[config.mk]
export PLATFORM = sky130hd
export DESIGN_NAME = h264_access_unit_splitter
export DESIGN_NICKNAME = d
export VERILOG_FILES = /design/src/rtl/core/aus_pkg.sv /design/src/rtl/core/h264_access_unit_splitter.sv /design/src/rtl/core/aus_step.sv /design/src/rtl/core/aus_result_fifo.sv
export SDC_FILE = /design/constraint.sdc
export NUM_CORES = 1
export LEC_CHECK = 0
export ABC_AREA = 1
export BUFFER_PORTS_ARGS = -buffer_cell sky130_fd_sc_hd__buf_2
export CAP_MARGIN = 25
export CORE_MARGIN = 2
export CORE_UTILIZATION = 60
export DETAILED_ROUTE_END_ITERATION = 8
export PLACE_DENSITY = 0.77
export SLEW_MARGIN = 20
export SYNTH_ARGS = -nofsm -noshare
export SYNTH_HDL_FRONTEND = slang
export SYNTH_HIERARCHICAL = 1
export SYNTH_SLANG_ARGS = --single-unit
[constraint.sdc]
create_clock -name clk -period 25.4 [get_ports clk]
set_clock_uncertainty 0.2 [all_clocks]
set_input_delay 0 -clock clk [delete_from_list [all_inputs] [get_ports clk]]
set_output_delay 0 -clock clk [all_outputs]
set_load 0.02 [all_outputs]
[src/rtl/core/aus_pkg.sv]
package aus_pkg;

  // nal header window match, forbidden and ref_idc bits masked off
  localparam logic [31:0] TAG_MASK      = 32'hFFFFFF1F;
  localparam logic [31:0] TAG_SLICE     = 32'h00000101;
  localparam logic [31:0] TAG_IDR       = 32'h00000105;
  localparam logic [31:0] TAG_SPS       = 32'h00000107;
  localparam logic [31:0] TAG_PPS       = 32'h00000108;
  localparam logic [31:0] TAG_AUD       = 32'h00000109;
  localparam logic [31:0] WINDOW_RESET  = 32'hFFFFFFFF;
  localparam logic [31:0] MB_SATURATED  = 32'hFFFFFFFF;
  localparam logic [19:0] LIMIT_RESET   = 20'h80000;
  localparam logic [19:0] LIMIT_FLOOR   = 20'd16;
  localparam logic [19:0] LIMIT_CEIL    = 20'hFFFFC;
  localparam logic [19:0] START_BYTES   = 20'd4;

  typedef enum logic [1:0] {
    CUT_SLICE = 2'd0,
    CUT_PARAM = 2'd1,
    CUT_SIZE  = 2'd2,
    CUT_END   = 2'd3
  } cut_reason_t;

  typedef struct packed {
    logic [19:0] len;
    cut_reason_t reason;
    logic        last;
  } result_t;

  typedef struct packed {
    logic [31:0] window;
    logic [19:0] count;
    logic        start_seen;
    logic [31:0] prev_mb;
    logic [31:0] la_word;
    logic [2:0]  la_fill;
    logic [5:0]  la_zeros;
  } state_t;

  localparam state_t STATE_RESET = '{
    window:     WINDOW_RESET,
    count:      20'd0,
    start_seen: 1'b0,
    prev_mb:    32'd0,
    la_word:    32'd0,
    la_fill:    3'd0,
    la_zeros:   6'd0
  };

  typedef struct packed {
    logic [1:0] num;
    result_t    res0;
    result_t    res1;
  } step_res_t;

  // leading zeros of one byte, 8 when the byte is zero
  function automatic logic [3:0] lzc8(input logic [7:0] v);
    logic [3:0] z;
    casez (v)
      8'b1???????: z = 4'd0;
      8'b01??????: z = 4'd1;
      8'b001?????: z = 4'd2;
      8'b0001????: z = 4'd3;
      8'b00001???: z = 4'd4;
      8'b000001??: z = 4'd5;
      8'b0000001?: z = 4'd6;
      8'b00000001: z = 4'd7;
      default:     z = 4'd8;
    endcase
    return z;
  endfunction

endpackage

[src/rtl/core/h264_access_unit_splitter.sv]
// h.264 annex b access unit splitter. bytes of an annex b buffer come in one
// per transfer on the slave side (tlast marks the last byte of the buffer);
// the block watches for a start code and nal header, decodes
// first_mb_in_slice from the four bytes after a slice header, and reports
// one length per closed access unit on the master side: tdata carries the
// length, tuser the cut reason (slice restart, parameter set or delimiter,
// size limit, buffer remainder) and tlast marks the last result caused by
// one input byte. lengths of start-code cuts stop before the 00 00 01.
// the size limit register is clamped to 16..min(MAX_AU_BYTES, 0xffffc) and
// should be written only while no byte is in flight. rate: one byte per
// clock; a byte is registered at the input and then pushed into the result
// fifo. the single result port is the limit, so a byte that closes a unit
// at buffer end gives two results, which leave one at a time. the input is
// held while the 4-entry result fifo has fewer than two free entries.
module h264_access_unit_splitter #(
  parameter int MAX_AU_BYTES = 524288
) (
  input  logic        clk,
  input  logic        rst,
  // configuration: au_size_limit
  input  logic        cfg_wr_en,
  input  logic [19:0] cfg_wr_data,
  // input bytes
  input  logic        s_tvalid,
  output logic        s_tready,
  input  logic [7:0]  s_tdata,   // [7:0] stream_byte
  input  logic        s_tlast,   // buffer_end
  // results
  output logic        m_tvalid,
  input  logic        m_tready,
  output logic [23:0] m_tdata,   // [19:0] au_length, [23:20] zero
  output logic [1:0]  m_tuser,   // [1:0] cut_reason
  output logic        m_tlast    // final_result
);
  import aus_pkg::*;

  // effective upper bound of the limit register
  localparam int LimCap = (MAX_AU_BYTES < 32'hFFFFC) ? MAX_AU_BYTES : 32'hFFFFC;

  logic [19:0] size_limit;
  logic [19:0] limit_eff;

  // input register
  logic        in_valid;
  logic [7:0]  in_byte;
  logic        in_last;
  logic        advance;

  state_t      state, state_next;
  step_res_t   step_res;
  result_t     head;
  logic        fifo_not_empty, fifo_room;
  logic        pop;

  always_ff @(posedge clk) begin
    if (rst) begin
      size_limit <= LIMIT_RESET;
    end else if (cfg_wr_en) begin
      size_limit <= cfg_wr_data;
    end
  end

  always_comb begin
    if (size_limit < LIMIT_FLOOR) begin
      limit_eff = LIMIT_FLOOR;
    end else if ({12'd0, size_limit} > LimCap) begin
      limit_eff = 20'(LimCap);
    end else begin
      limit_eff = size_limit;
    end
  end

  // a byte moves into the step logic only when two results would fit
  assign advance  = in_valid && fifo_room;
  assign s_tready = !in_valid || advance;

  always_ff @(posedge clk) begin
    if (rst) begin
      in_valid <= 1'b0;
    end else if (s_tready) begin
      in_valid <= s_tvalid;
    end
  end

  always_ff @(posedge clk) begin
    if (s_tvalid && s_tready) begin
      in_byte <= s_tdata;
      in_last <= s_tlast;
    end
  end

  aus_step u_step (
    .cur     (state),
    .byte_in (in_byte),
    .last_in (in_last),
    .limit   (limit_eff),
    .nxt     (state_next),
    .res     (step_res)
  );

  always_ff @(posedge clk) begin
    if (rst) begin
      state <= STATE_RESET;
    end else if (advance) begin
      state <= state_next;
    end
  end

  assign pop = m_tvalid && m_tready;

  aus_result_fifo u_fifo (
    .clk          (clk),
    .rst          (rst),
    .push_num     (advance ? step_res.num : 2'd0),
    .push0        (step_res.res0),
    .push1        (step_res.res1),
    .pop          (pop),
    .head         (head),
    .not_empty    (fifo_not_empty),
    .room_for_two (fifo_room)
  );

  assign m_tvalid = fifo_not_empty;
  assign m_tdata  = {4'd0, head.len};
  assign m_tuser  = head.reason;
  assign m_tlast  = head.last;

endmodule

[src/rtl/core/aus_step.sv]
module aus_step (
  input  aus_pkg::state_t    cur,
  input  logic [7:0]         byte_in,
  input  logic               last_in,
  input  logic [19:0]        limit,
  output aus_pkg::state_t    nxt,
  output aus_pkg::step_res_t res
);
  import aus_pkg::*;

  logic [31:0] tag;
  logic        slice_tag, param_tag, pend, decide, slice_cut, size_cut, param_cut;
  logic [20:0] c0, c1, c2, c3, at;
  logic        seen1;
  logic [31:0] prev1, base_word, byte_word, law1, shl, mb;
  logic [2:0]  base_fill, fill1;
  logic [5:0]  base_zeros, zeros1;
  logic [19:0] param_len, slice_len;
  result_t     first;

  always_comb begin
    tag       = cur.window & TAG_MASK;
    slice_tag = (cur.la_fill == 3'd0) && ((tag == TAG_SLICE) || (tag == TAG_IDR));
    param_tag = (cur.la_fill == 3'd0) &&
                ((tag == TAG_SPS) || (tag == TAG_PPS) || (tag == TAG_AUD));

    // parameter set or delimiter closes the open unit before the start code
    param_cut = param_tag && cur.start_seen;
    param_len = (cur.count >= START_BYTES) ? cur.count - START_BYTES : 20'd0;
    c0        = param_cut ? {1'b0, START_BYTES} : {1'b0, cur.count};
    seen1     = param_tag ? 1'b1 : cur.start_seen;
    prev1     = param_tag ? 32'd0 : cur.prev_mb;
    c1        = c0 + 21'd1;

    // slice header lookahead, left aligned, leading zeros tracked per byte
    pend       = slice_tag || (cur.la_fill != 3'd0);
    base_word  = slice_tag ? 32'd0 : cur.la_word;
    base_fill  = slice_tag ? 3'd0 : cur.la_fill;
    base_zeros = slice_tag ? 6'd0 : cur.la_zeros;
    case (base_fill[1:0])
      2'd0:    byte_word = {byte_in, 24'd0};
      2'd1:    byte_word = {8'd0, byte_in, 16'd0};
      2'd2:    byte_word = {16'd0, byte_in, 8'd0};
      default: byte_word = {24'd0, byte_in};
    endcase
    law1   = base_word | byte_word;
    fill1  = base_fill + 3'd1;
    zeros1 = (base_zeros == {1'b0, base_fill[1:0], 3'b000}) ?
             base_zeros + {2'b00, lzc8(byte_in)} : base_zeros;

    // exp-golomb first_mb_in_slice
    shl = law1 << zeros1[4:0];
    mb  = (law1 == 32'd0) ? MB_SATURATED :
          (shl >> (5'd31 - zeros1[4:0])) - 32'd1;

    decide    = pend && ((fill1 >= 3'd4) || last_in);
    slice_cut = decide && seen1 && (mb <= prev1);
    at        = c1 - {18'd0, fill1};
    slice_len = (at >= 21'd4) ? at[19:0] - START_BYTES : 20'd0;

    nxt.window = {cur.window[23:0], byte_in};
    if (decide) begin
      c2             = slice_cut ? 21'd4 + {18'd0, fill1} : c1;
      nxt.start_seen = 1'b1;
      nxt.prev_mb    = mb;
      nxt.la_word    = 32'd0;
      nxt.la_fill    = 3'd0;
      nxt.la_zeros   = 6'd0;
    end else begin
      c2             = c1;
      nxt.start_seen = seen1;
      nxt.prev_mb    = prev1;
      nxt.la_word    = pend ? law1 : cur.la_word;
      nxt.la_fill    = pend ? fill1 : cur.la_fill;
      nxt.la_zeros   = pend ? zeros1 : cur.la_zeros;
    end

    // size limit, held off while a slice header is pending
    size_cut = (nxt.la_fill == 3'd0) && (c2 >= {1'b0, limit});
    if (size_cut) begin
      c3             = c2 - {1'b0, limit - START_BYTES};
      nxt.start_seen = 1'b0;
      nxt.prev_mb    = 32'd0;
    end else begin
      c3 = c2;
    end
    nxt.count = c3[19:0];

    if (last_in) begin
      nxt = STATE_RESET;
    end

    // cuts exclude each other; only the buffer end can follow one
    if (param_cut) begin
      first = '{len: param_len, reason: CUT_PARAM, last: !last_in};
    end else if (slice_cut) begin
      first = '{len: slice_len, reason: CUT_SLICE, last: !last_in};
    end else if (size_cut) begin
      first = '{len: limit - START_BYTES, reason: CUT_SIZE, last: !last_in};
    end else begin
      first = '{len: c3[19:0], reason: CUT_END, last: 1'b1};
    end
    res.res1 = '{len: c3[19:0], reason: CUT_END, last: 1'b1};
    res.res0 = first;
    if (param_cut || slice_cut || size_cut) begin
      res.num = last_in ? 2'd2 : 2'd1;
    end else begin
      res.num = last_in ? 2'd1 : 2'd0;
    end
  end

endmodule

[src/rtl/core/aus_result_fifo.sv]
module aus_result_fifo (
  input  logic              clk,
  input  logic              rst,
  input  logic [1:0]        push_num,
  input  aus_pkg::result_t  push0,
  input  aus_pkg::result_t  push1,
  input  logic              pop,
  output aus_pkg::result_t  head,
  output logic              not_empty,
  output logic              room_for_two
);
  import aus_pkg::*;

  localparam int Depth = 4;

  result_t      mem [Depth];
  logic [1:0]   wr_ptr, rd_ptr;
  logic [2:0]   count;
  logic [2:0]   count_next;

  assign head         = mem[rd_ptr];
  assign not_empty    = (count != 3'd0);
  assign room_for_two = (count <= 3'(Depth - 2));
  assign count_next   = count + {1'b0, push_num} - {2'b00, pop};

  always_ff @(posedge clk) begin
    if (push_num != 2'd0) begin
      mem[wr_ptr] <= push0;
    end
    if (push_num == 2'd2) begin
      mem[wr_ptr + 2'd1] <= push1;
    end
  end

  always_ff @(posedge clk) begin
    if (rst) begin
      wr_ptr <= 2'd0;
      rd_ptr <= 2'd0;
      count  <= 3'd0;
    end else begin
      wr_ptr <= wr_ptr + push_num;
      rd_ptr <= rd_ptr + {1'b0, pop};
      count  <= count_next;
    end
  end

endmodule

# Word level (Yosys, flattened, before mapping)
# Memory sizes are Yosys's and may differ from the RTL's. A register that Yosys moved wholly into a read port is not among the register bits.
# Index checks and enable logic that the tools add are counted.
# classes
n_mux	35
n_reduce_logical	29
add_sub_neg	16
n_bitwise	1
n_eq_ne	16
n_lt_le_gt_ge	8
shifts	2
# op_table
operator	n
$eq 29x6->1 const B	5
$mux 32	4
$mux 126	1
$mux 20	6
$pmux 32 s3	1
$mux 74	1
$mux 23	3
$sub 20x3->20 const B	3
$mux 21	2
$mux 33	1
$le 32x32->1	1
$logic_not 32->1	1
$or 32x32->32	1
$pmux 4 s8	1
$shl 32x5->32	1
$shr 32x5->32	1
$sub 32x1->32 const B	1
$add 21x1->21 const B	1
$ge 21x20->1	1
$ge 21x3->1 const B	1
$sub 21x3->21	1
$ge 20x3->1 const B	1
$gt 20x20->1 const B	1
$lt 20x5->1 const B	1
33 further kinds	66
# word_totals
mem_count	1
output_inout_bits	29
word_cells	122
mem_bits_rw	92
reg_bits	163
inputBits	34
# mem_list
memory	depth	word_bits	read_ports	rd_clocked_by_memory_dff	wr	line_no	text
u_fifo.mem	4	23	1	1	2	aus_result_fifo.sv:16	result_t mem [Depth];

# Logic depth before layout (Yosys ltp)
# Gate-level depths: netlist (run 1).
# depth
depth_word	23
depth_mapped	81
mapped_depth_nobuf	75

# Cells and area by module
# The synthesis (run 1) kept the hierarchy.
# modules_own_cells
mod	seq_area_each_um2	n_inst	area_per_inst_um2	cells_each
aus_step	0.0	1	12781.0	2541
h264_access_unit_splitter	3213.1	1	5574.1	708
aus_result_fifo	2902.8	1	5305.1	558

# Least setup slack after synthesis (run 1)
# No wires, ideal clock.
# synth_path
kind	reg2reg
start	register state[6] (netlist name)
end	memory u_fifo/mem[0][0] (netlist name), enable pin
path_buffers	6
t_arrival_ps	11477
setup_slack_ps	13285
t_required_ps	24761
setup_ps	439
path_stages_with_launch	69
period_less_slack_ps	12115
cell_sequence	dfxtp_1 inv_1 ha_1 inv_1 nor2_2 nand3_2 buf_6 nand2_8 clkbuf_1 inv_1 ha_1 fa_1 inv_1 nand2_1 nand2_1 buf_2 buf_4 nand3_1 (+33 left out) nor2_1 o21ai_0 o2111ai_1 a31oi_1 o21ai_0 a21oi_1 o21bai_1 a21oi_1 o21ai_0 nand2_1 clkbuf_1 clkbuf_1 nand2_1 ha_1 inv_1 nor2_1 nor2_1 o31ai_1
# synth_rtl
item	line_no	text
start, declared	h264_access_unit_splitter.sv:49	state_t state, state_next;
start signal, assigned	h264_access_unit_splitter.sv:105	state <= state_next;
end, declared	aus_result_fifo.sv:16	

==> impl_metrics.json, run 1 <==
{
  "status": "completed",
  "p_comb_share_pct": 66.0,
  "grt_use_total_pct": 37.0,
  "yosysMostFrequentCell": "nand2_1",
  "power.static_leakage_uw": 0.0122,
  "rr_endpoint": "state[45]$_SDFFE_PP0P_",
  "maxSlewViolCount": 0,
  "synth_seq_cells": 255,
  "synth_edf_count": 101,
  "path_clk_slew_ns": 0.07,
  "nFillCells": 3539,
  "coreArea_um2": 38800,
  "grt_overflow_total": 0,
  "cts_setup_buffers": 0,
  "routabilityCongestion": 1.01,
  "yosysSeqAreaShare_pct": 25.8,
  "drv_cap": 0,
  "routed_via_density": 5.97,
  "worstPathMaxFanout": 66,
  "yosys.area.top_type_share_pct": 15.6,
  "grt_max_degree": 99,
  "vias": 25814,
  "slowest_stage": "clkinv_2",
  "sw_frac_of_total_pct": 53.7,
  "cts_buffer_depth": 3,
  "critical_path_class": "flip-flop to flip-flop",
  "die_h_um": 203,
  "antenna_left": 0,
  "yosys.area.top_type": "nand2_1",
  "switching_power_uw": 1540,
  "synthArstFlopShare_pct": 0,
  "dieArea_um2": 41000,
  "powerDensity_nw_per_um2": 113,
  "dp_slack_ns": 10.87,
  "die_w_um": 203,
  "wl_per_cell_um": 17.9,
  "synth_area_um2": 23700,
  "whs_path_depth": 3,
  "finish.net_count": 3915,
  "seq_area_um2": 6120,
  "initial_core_util_pct": 60.9,
  "clkPwrFrac_pct": 15.5,
  "max_stage_delay_ns": 0.92,
  "p_int_uw": 1330,
  "seqPwrFrac_pct": 18.5,
  "fin_ws_ns": 10.06,
  "multi_input_area_um2": 15100,
  "rsz0062_at_grt": "no",
  "ys.flop_type": "dfxtp_1",
  "rows": 72,
  "cts-buffers-inserted": 29,
  "drt_first_pass_iters": 8,
  "synthTopCellsByCount": "nand2_1 (983), nand3_1 (528), nor2_1 (470), inv_1 (361), o21ai_0 (231)",
  "finalCriticalPeriod_ns": 15.34,
  "cts_root_buf": "clkbuf_16",
  "portBuffers": 58,
  "regToRegSetupSlack_ns": 10.06,
  "worstSkewPairLatency_ns": 0.59,
  "power.total_uw": 2870,
  "synthCells": 3807,
  "min_path_type": "input port to flip-flop",
  "cp-end-kind": "flip-flop",
  "post-dp-hpwl_mm": 54.4,
  "path_common_cell": "nand3_1",
  "r2r_start": "state[6]$_SDFFE_PP0P_",
  "min_from": "cfg_wr_en",
  "slew_headroom_pct": 35.4,
  "worstPathRequired_ns": 25.71,
  "ctsHtreeMaxLevel": 1,
  "drc": 0,
  "grt_antenna_before_repair": 0,
  "cp.arrival_ns": 15.66,
  "cts_tree": "yes",
  "drt_iter0_markers": 2711,
  "hold_viol_final": 0,
  "areaGrowthSynthToFinish_pct": 7.79,
  "peakVddDrop_uv": 67.5,
  "r2r_cells": 65,
  "whs_endpoint": "size_limit[9]$_SDFFE_PP0P_",
  "synth.distinct_cells": 68,
  "syn_avg_cell_area_um2": 6.21,
  "cts_sinks": 255,
  "fmax_mhz": 65.2,
  "finalSetupTns_ns": 0,
  "ys.warnings.count": 6,
  "wl_mm": 77.4,
  "grt_pass1_vias": 24149,
  "synth_area_leaders": "nand2_1 (16%), dfxtp_1 (13%), edfxtp_1 (13%)",
  "grt_pass1_wl_mm": 124,
  "worst_pin_slew_ns": 0.968,
  "antennaDiodeCount": 0,
  "io-pin-count": 63,
  "setup_viol": 0,
  "start_kind": "flip-flop",
  "drive_above_1_share_pct": 9.01,
  "finalCritPeriodShare_pct": 60.4
}
[cell usage in the layout, fill, tap and decap left out, types with 6 or more instances in the layout]
cell type,netlist,final
xor2_1,53,53
nor2_4,6,6
nand3_1,528,528
a31oi_1,9,9
inv_2,20,18
nand3_2,18,18
nand2_1,983,979
xnor2_1,16,16
dfxtp_1,154,153
buf_2,55,58
o21bai_1,9,9
clkbuf_8,0,7
nor4_1,15,15
or2_2,27,27
o21ai_1,43,43
dlygate4sd3_1,0,60
o21ai_2,55,56
nand3b_1,6,6
o211ai_1,30,30
inv_1,361,360
a21oi_1,156,156
o21ai_0,231,229
clkbuf_16,0,33
edfxtp_1,101,101
nand2_2,16,18
nand4_1,47,47
nor2_1,470,469
conb_1,3,8
nor3_1,35,35
nor2_2,30,31
ha_1,95,95
a211oi_1,21,21
buf_4,15,26
[flip-flops by register name, summed over array words and instances (netlist names)]
| signal | flops |
|---|---|
| u_fifo/mem | 92 |
| state | 126 |
| size_limit | 20 |
| in_last | 1 |
| in_byte | 8 |
| in_valid | 1 |
| u_fifo/wr_ptr | 2 |
| u_fifo/count | 3 |
| u_fifo/rd_ptr | 2 |
[through the flow]
stage	utilization, %	area (um2)	cells	hold slack, ns
final	65.7	25500	4323	0.0659
after global placement	61.3	23800	4205	-0.0237
after floorplan	-	23700	3812	-0.133
after CTS	65.5	25500	4321	0.00145
after global routing	65.7	25500	4323	0.0978
after detailed placement	61.4	23800	4207	-0.0216
[how the worst max path moves through the flow]
stage	start	endpoint	slack (ns)	cells past startpoint
global route	state[6]$_SDFFE_PP0P_	state[46]$_SDFFE_PP0P_	8.67	65
CTS	state[6]$_SDFFE_PP0P_	state[45]$_SDFFE_PP0P_	10.82	64
finish	state[6]$_SDFFE_PP0P_	state[45]$_SDFFE_PP0P_	10.06	65
global placement	state[6]$_SDFFE_PP0P_	state[49]$_SDFFE_PP0P_	11.58	65
floorplan	state[6]$_SDFFE_PP0P_	u_fifo/mem[0][0]$_DFFE_PP_	13.28	68
detailed placement	state[6]$_SDFFE_PP0P_	state[45]$_SDFFE_PP0P_	10.87	64
[per-layer routing]
metal | vias to the layer above | part of all wire (%) | GRT usage [%]
li1 | 12463 | - | -
met1 | 11866 | 40 | 45.7
met2 | 1241 | 48 | 64.3
met3 | 244 | 7.3 | 3.98
met4 | 0 | 5.3 | 18.5
met5 | - | 0 | 0
[layout make-up]
class,instances,share of cell area (%)
repair buffers,147,4.52
clock inverters,8,0.309
multi-input cells,2963,59.2
well taps,518,2.54
flip-flops and latches,255,24.0
inverters,386,5.70
clock buffers,46,3.72
[what timing repair did]
action / CTS / global route
endpoints found under the hold margin: 46 / 0
hold buffers: 60 / 0
gates resized for setup: 0 / 0
[logic make-up after synthesis]
kind of cell | share of synthesized area (%)
xor+xnor | 3.08
fa+ha+maj | 5.36
buf+inv | 10.8
compound gates | 14.2
simple gates | 40.7
other cells | 0.0476
flops | 25.8
[power groups by stage]
stage / registers [uW] / logic [uW] / clock network (uW)
2_1_floorplan: 529 / 1390 / 0
3_3_place_gp: 537 / 1790 / 0
3_5_place_dp: 540 / 1820 / 0
4_1_cts: 531 / 1840 / 446
5_1_grt: 538 / 2110 / 465
6_report: 532 / 1900 / 446
[critical path, delay by kind of cell, from the launching register on]
family | cells | cell delay [ns]
buffers and inverters | 12 | 4.40
adder cells (fa/ha/maj) | 6 | 1.67
AND/OR/NAND/NOR | 29 | 5.54
XOR/XNOR | 1 | 0.19
flip-flops | 1 | 0.37
AO/OA/AOI/OAI | 17 | 2.83
(Power assumes the default switching activity.)
==> run 2: changes to the inputs <==
clock period = 14.7 ns   (was 25.4 ns; I/O delays follow)
==> run 2 against run 1 <==
  * Highest routed layer unchanged
  * First-iteration DRC count hardly changed
  * Largest cell class unchanged
  * Combinational power is 71% higher
  * Die area stayed put
  * Design area is 0.23% higher
  * Sequential share of layout area is 0.055 points lower
==> impl_metrics.json, run 2 (synthesis gave the netlist of run 1 again) <==
{
  "min_from": "cfg_wr_en",
  "grt_pass1_vias": 24218,
  "finalCritPeriodShare_pct": 93.9,
  "drt_iter0_markers": 2712,
  "grt_antenna_before_repair": 0,
  "setup.worst_path.start": "state[6]$_SDFFE_PP0P_",
  "biggestRegsByFlops": "state (126), u_fifo/mem (92), size_limit (20)",
  "clkPwrFrac_pct": 14.7,
  "drt_first_pass_iters": 7,
  "peakVddDrop_uv": 112,
  "routabilityCongestion": 1.03,
  "wl_per_cell_um": 17.7,
  "finalSetupTns_ns": 0,
  "antenna_left": 0,
  "die_w_um": 203,
  "wl_mm": 76.5,
  "sw_frac_of_total_pct": 53.6,
  "finish.utilization_pct": 65.8,
  "cts_buffer_depth": 3,
  "finalCriticalPeriod_ns": 13.80,
  "nFillCells": 3625,
  "grt_overflow_total": 0,
  "drv_cap": 0,
  "dp_slack_ns": 0.487,
  "setup_viol": 0,
  "start_kind": "flip-flop",
  "post-dp-hpwl_mm": 54.6,
  "power.static_leakage_uw": 0.0122,
  "fmax_mhz": 72.4,
  "top_register": "state",
  "worstPathRequired_ns": 14.85,
  "worstPathMaxFanout": 47,
  "worst_pin_slew_ns": 1.06,
  "critical_path_class": "flip-flop to flip-flop",
  "cts-buffers-inserted": 30,
  "cts_root_buf": "clkbuf_16",
  "path_common_cell": "nand3_1",
  "p_comb_share_pct": 66.4,
  "drive_above_1_share_pct": 9.04,
  "max_stage_delay_ns": 0.58,
  "cp-end-kind": "flip-flop",
  "slowest_stage": "o21ai_0",
  "status": "completed",
  "vias": 25694,
  "seqPwrFrac_pct": 18.9,
  "grt_max_degree": 114,
  "areaGrowthSynthToFinish_pct": 8.04,
  "antennaDiodeCount": 0,
  "rsz0062_at_grt": "no",
  "cts_sinks": 255,
  "min_path_type": "input port to flip-flop",
  "rows": 72,
  "cp.arrival_ns": 13.96,
  "dieArea_um2": 41000,
  "io-pin-count": 63,
  "portBuffers": 58,
  "grt_pass1_wl_mm": 123,
  "ctsHtreeMaxLevel": 1,
  "powerDensity_nw_per_um2": 191,
  "grt_use_total_pct": 36.5,
  "p_int_uw": 2260,
  "drc": 0,
  "largest_reg_flops": 126,
  "r2r_start": "state[6]$_SDFFE_PP0P_",
  "slew_headroom_pct": 29.1,
  "initial_core_util_pct": 60.9,
  "fin_ws_ns": 0.896,
  "coreArea_um2": 38800,
  "layout_common_cells": "nand2_1 (978), nand3_1 (528), nor2_1 (468)",
  "switching_power_uw": 2610,
  "finish.net_count": 3927,
  "worstSkewPairLatency_ns": 0.59,
  "path_clk_slew_ns": 0.06,
  "cts_tree": "yes",
  "hold_viol_final": 0,
  "maxSlewViolCount": 0,
  "routed_via_density": 5.93,
  "layout_commonest_cell": "nand2_1",
  "die_h_um": 203
}
==> run 2: cell count changes in the layout (fill, tap and decap cells not counted), sizes merged <==
cell / previous run / this run
clkbuf: 46 / 41
dlygate4sd3: 60 / 67
clkinvlp: 1 / 4
clkinv: 10 / 14
bufinv: 0 / 1
inv: 383 / 381
buf: 87 / 91
==> run 2: layout make-up <==
type                       instances  area [um2]  share of cell area [%]
multi-input combinational       2963       15100                    59.2
sequential                       255        6120                    23.9
inverter                         386        1460                    5.71
timing repair buffer             158        1270                    4.98
clock buffer                      41         812                    3.18
tap                              518         648                    2.54
clock inverter                    14         126                   0.494
==> run 2: worst max-delay path: cells and delay by family (launching register included) <==
| family | cells | cell delay [ns] |
|---|---|---|
| compound gates | 14 | 2.57 |
| fa+ha+maj | 6 | 1.70 |
| simple gates | 34 | 6.84 |
| flops | 1 | 0.37 |
| buf+inv | 10 | 1.86 |
==> run 2: timing repair <==
item | CTS | global route
setup buffers | 0 | 4
setup endpoints to repair | 0 | 91
hold buffers | 67 | 0
endpoints found under the hold margin | 49 | 0
gates resized for setup | 0 | 4
==> run 2: final timing paths <==
check	end	slack (ns)	cells after the start
worst max-delay path	u_fifo/mem[2][15]$_DFFE_PP_	0.90	64
worst min-delay path	size_limit[19]$_SDFFE_PP1P_	0.07	3
worst max register to register	u_fifo/mem[2][15]$_DFFE_PP_	0.90	64
worst min register to register	state[121]$_SDFFE_PP1P_	0.27	2
==> run 2: routing by layer <==
layer	GRT usage [%]	share of wire [%]	wire, um
met1	45.0	40	30700
met2	63.9	48	36900
met3	3.84	6.9	5250
met4	17.3	4.8	3710
met5	0	0	0
==> run 2: stage by stage <==
| stage | std cells | total power, uW | cell area [um2] | hold WS [ns] |
|---|---|---|---|---|
| after floorplan | 3812 | 3310 | 23700 | -0.133 |
| after global placement | 4203 | 3990 | 23800 | -0.0233 |
| after detailed placement | 4207 | 4050 | 23800 | -0.0217 |
| after CTS | 4329 | 4800 | 25500 | 0.000251 |
| after global routing | 4335 | 5290 | 25600 | 0.0938 |
| final | 4335 | 4880 | 25600 | 0.0651 |
==> run 2: power groups by stage <==
stage / registers (uW) / clock network, uW / logic, uW
after detailed placement: 934 / 0 / 3120
after global placement: 930 / 0 / 3060
after floorplan: 915 / 0 / 2400
after CTS: 919 / 726 / 3160
after global routing: 932 / 752 / 3610
final: 921 / 716 / 3240
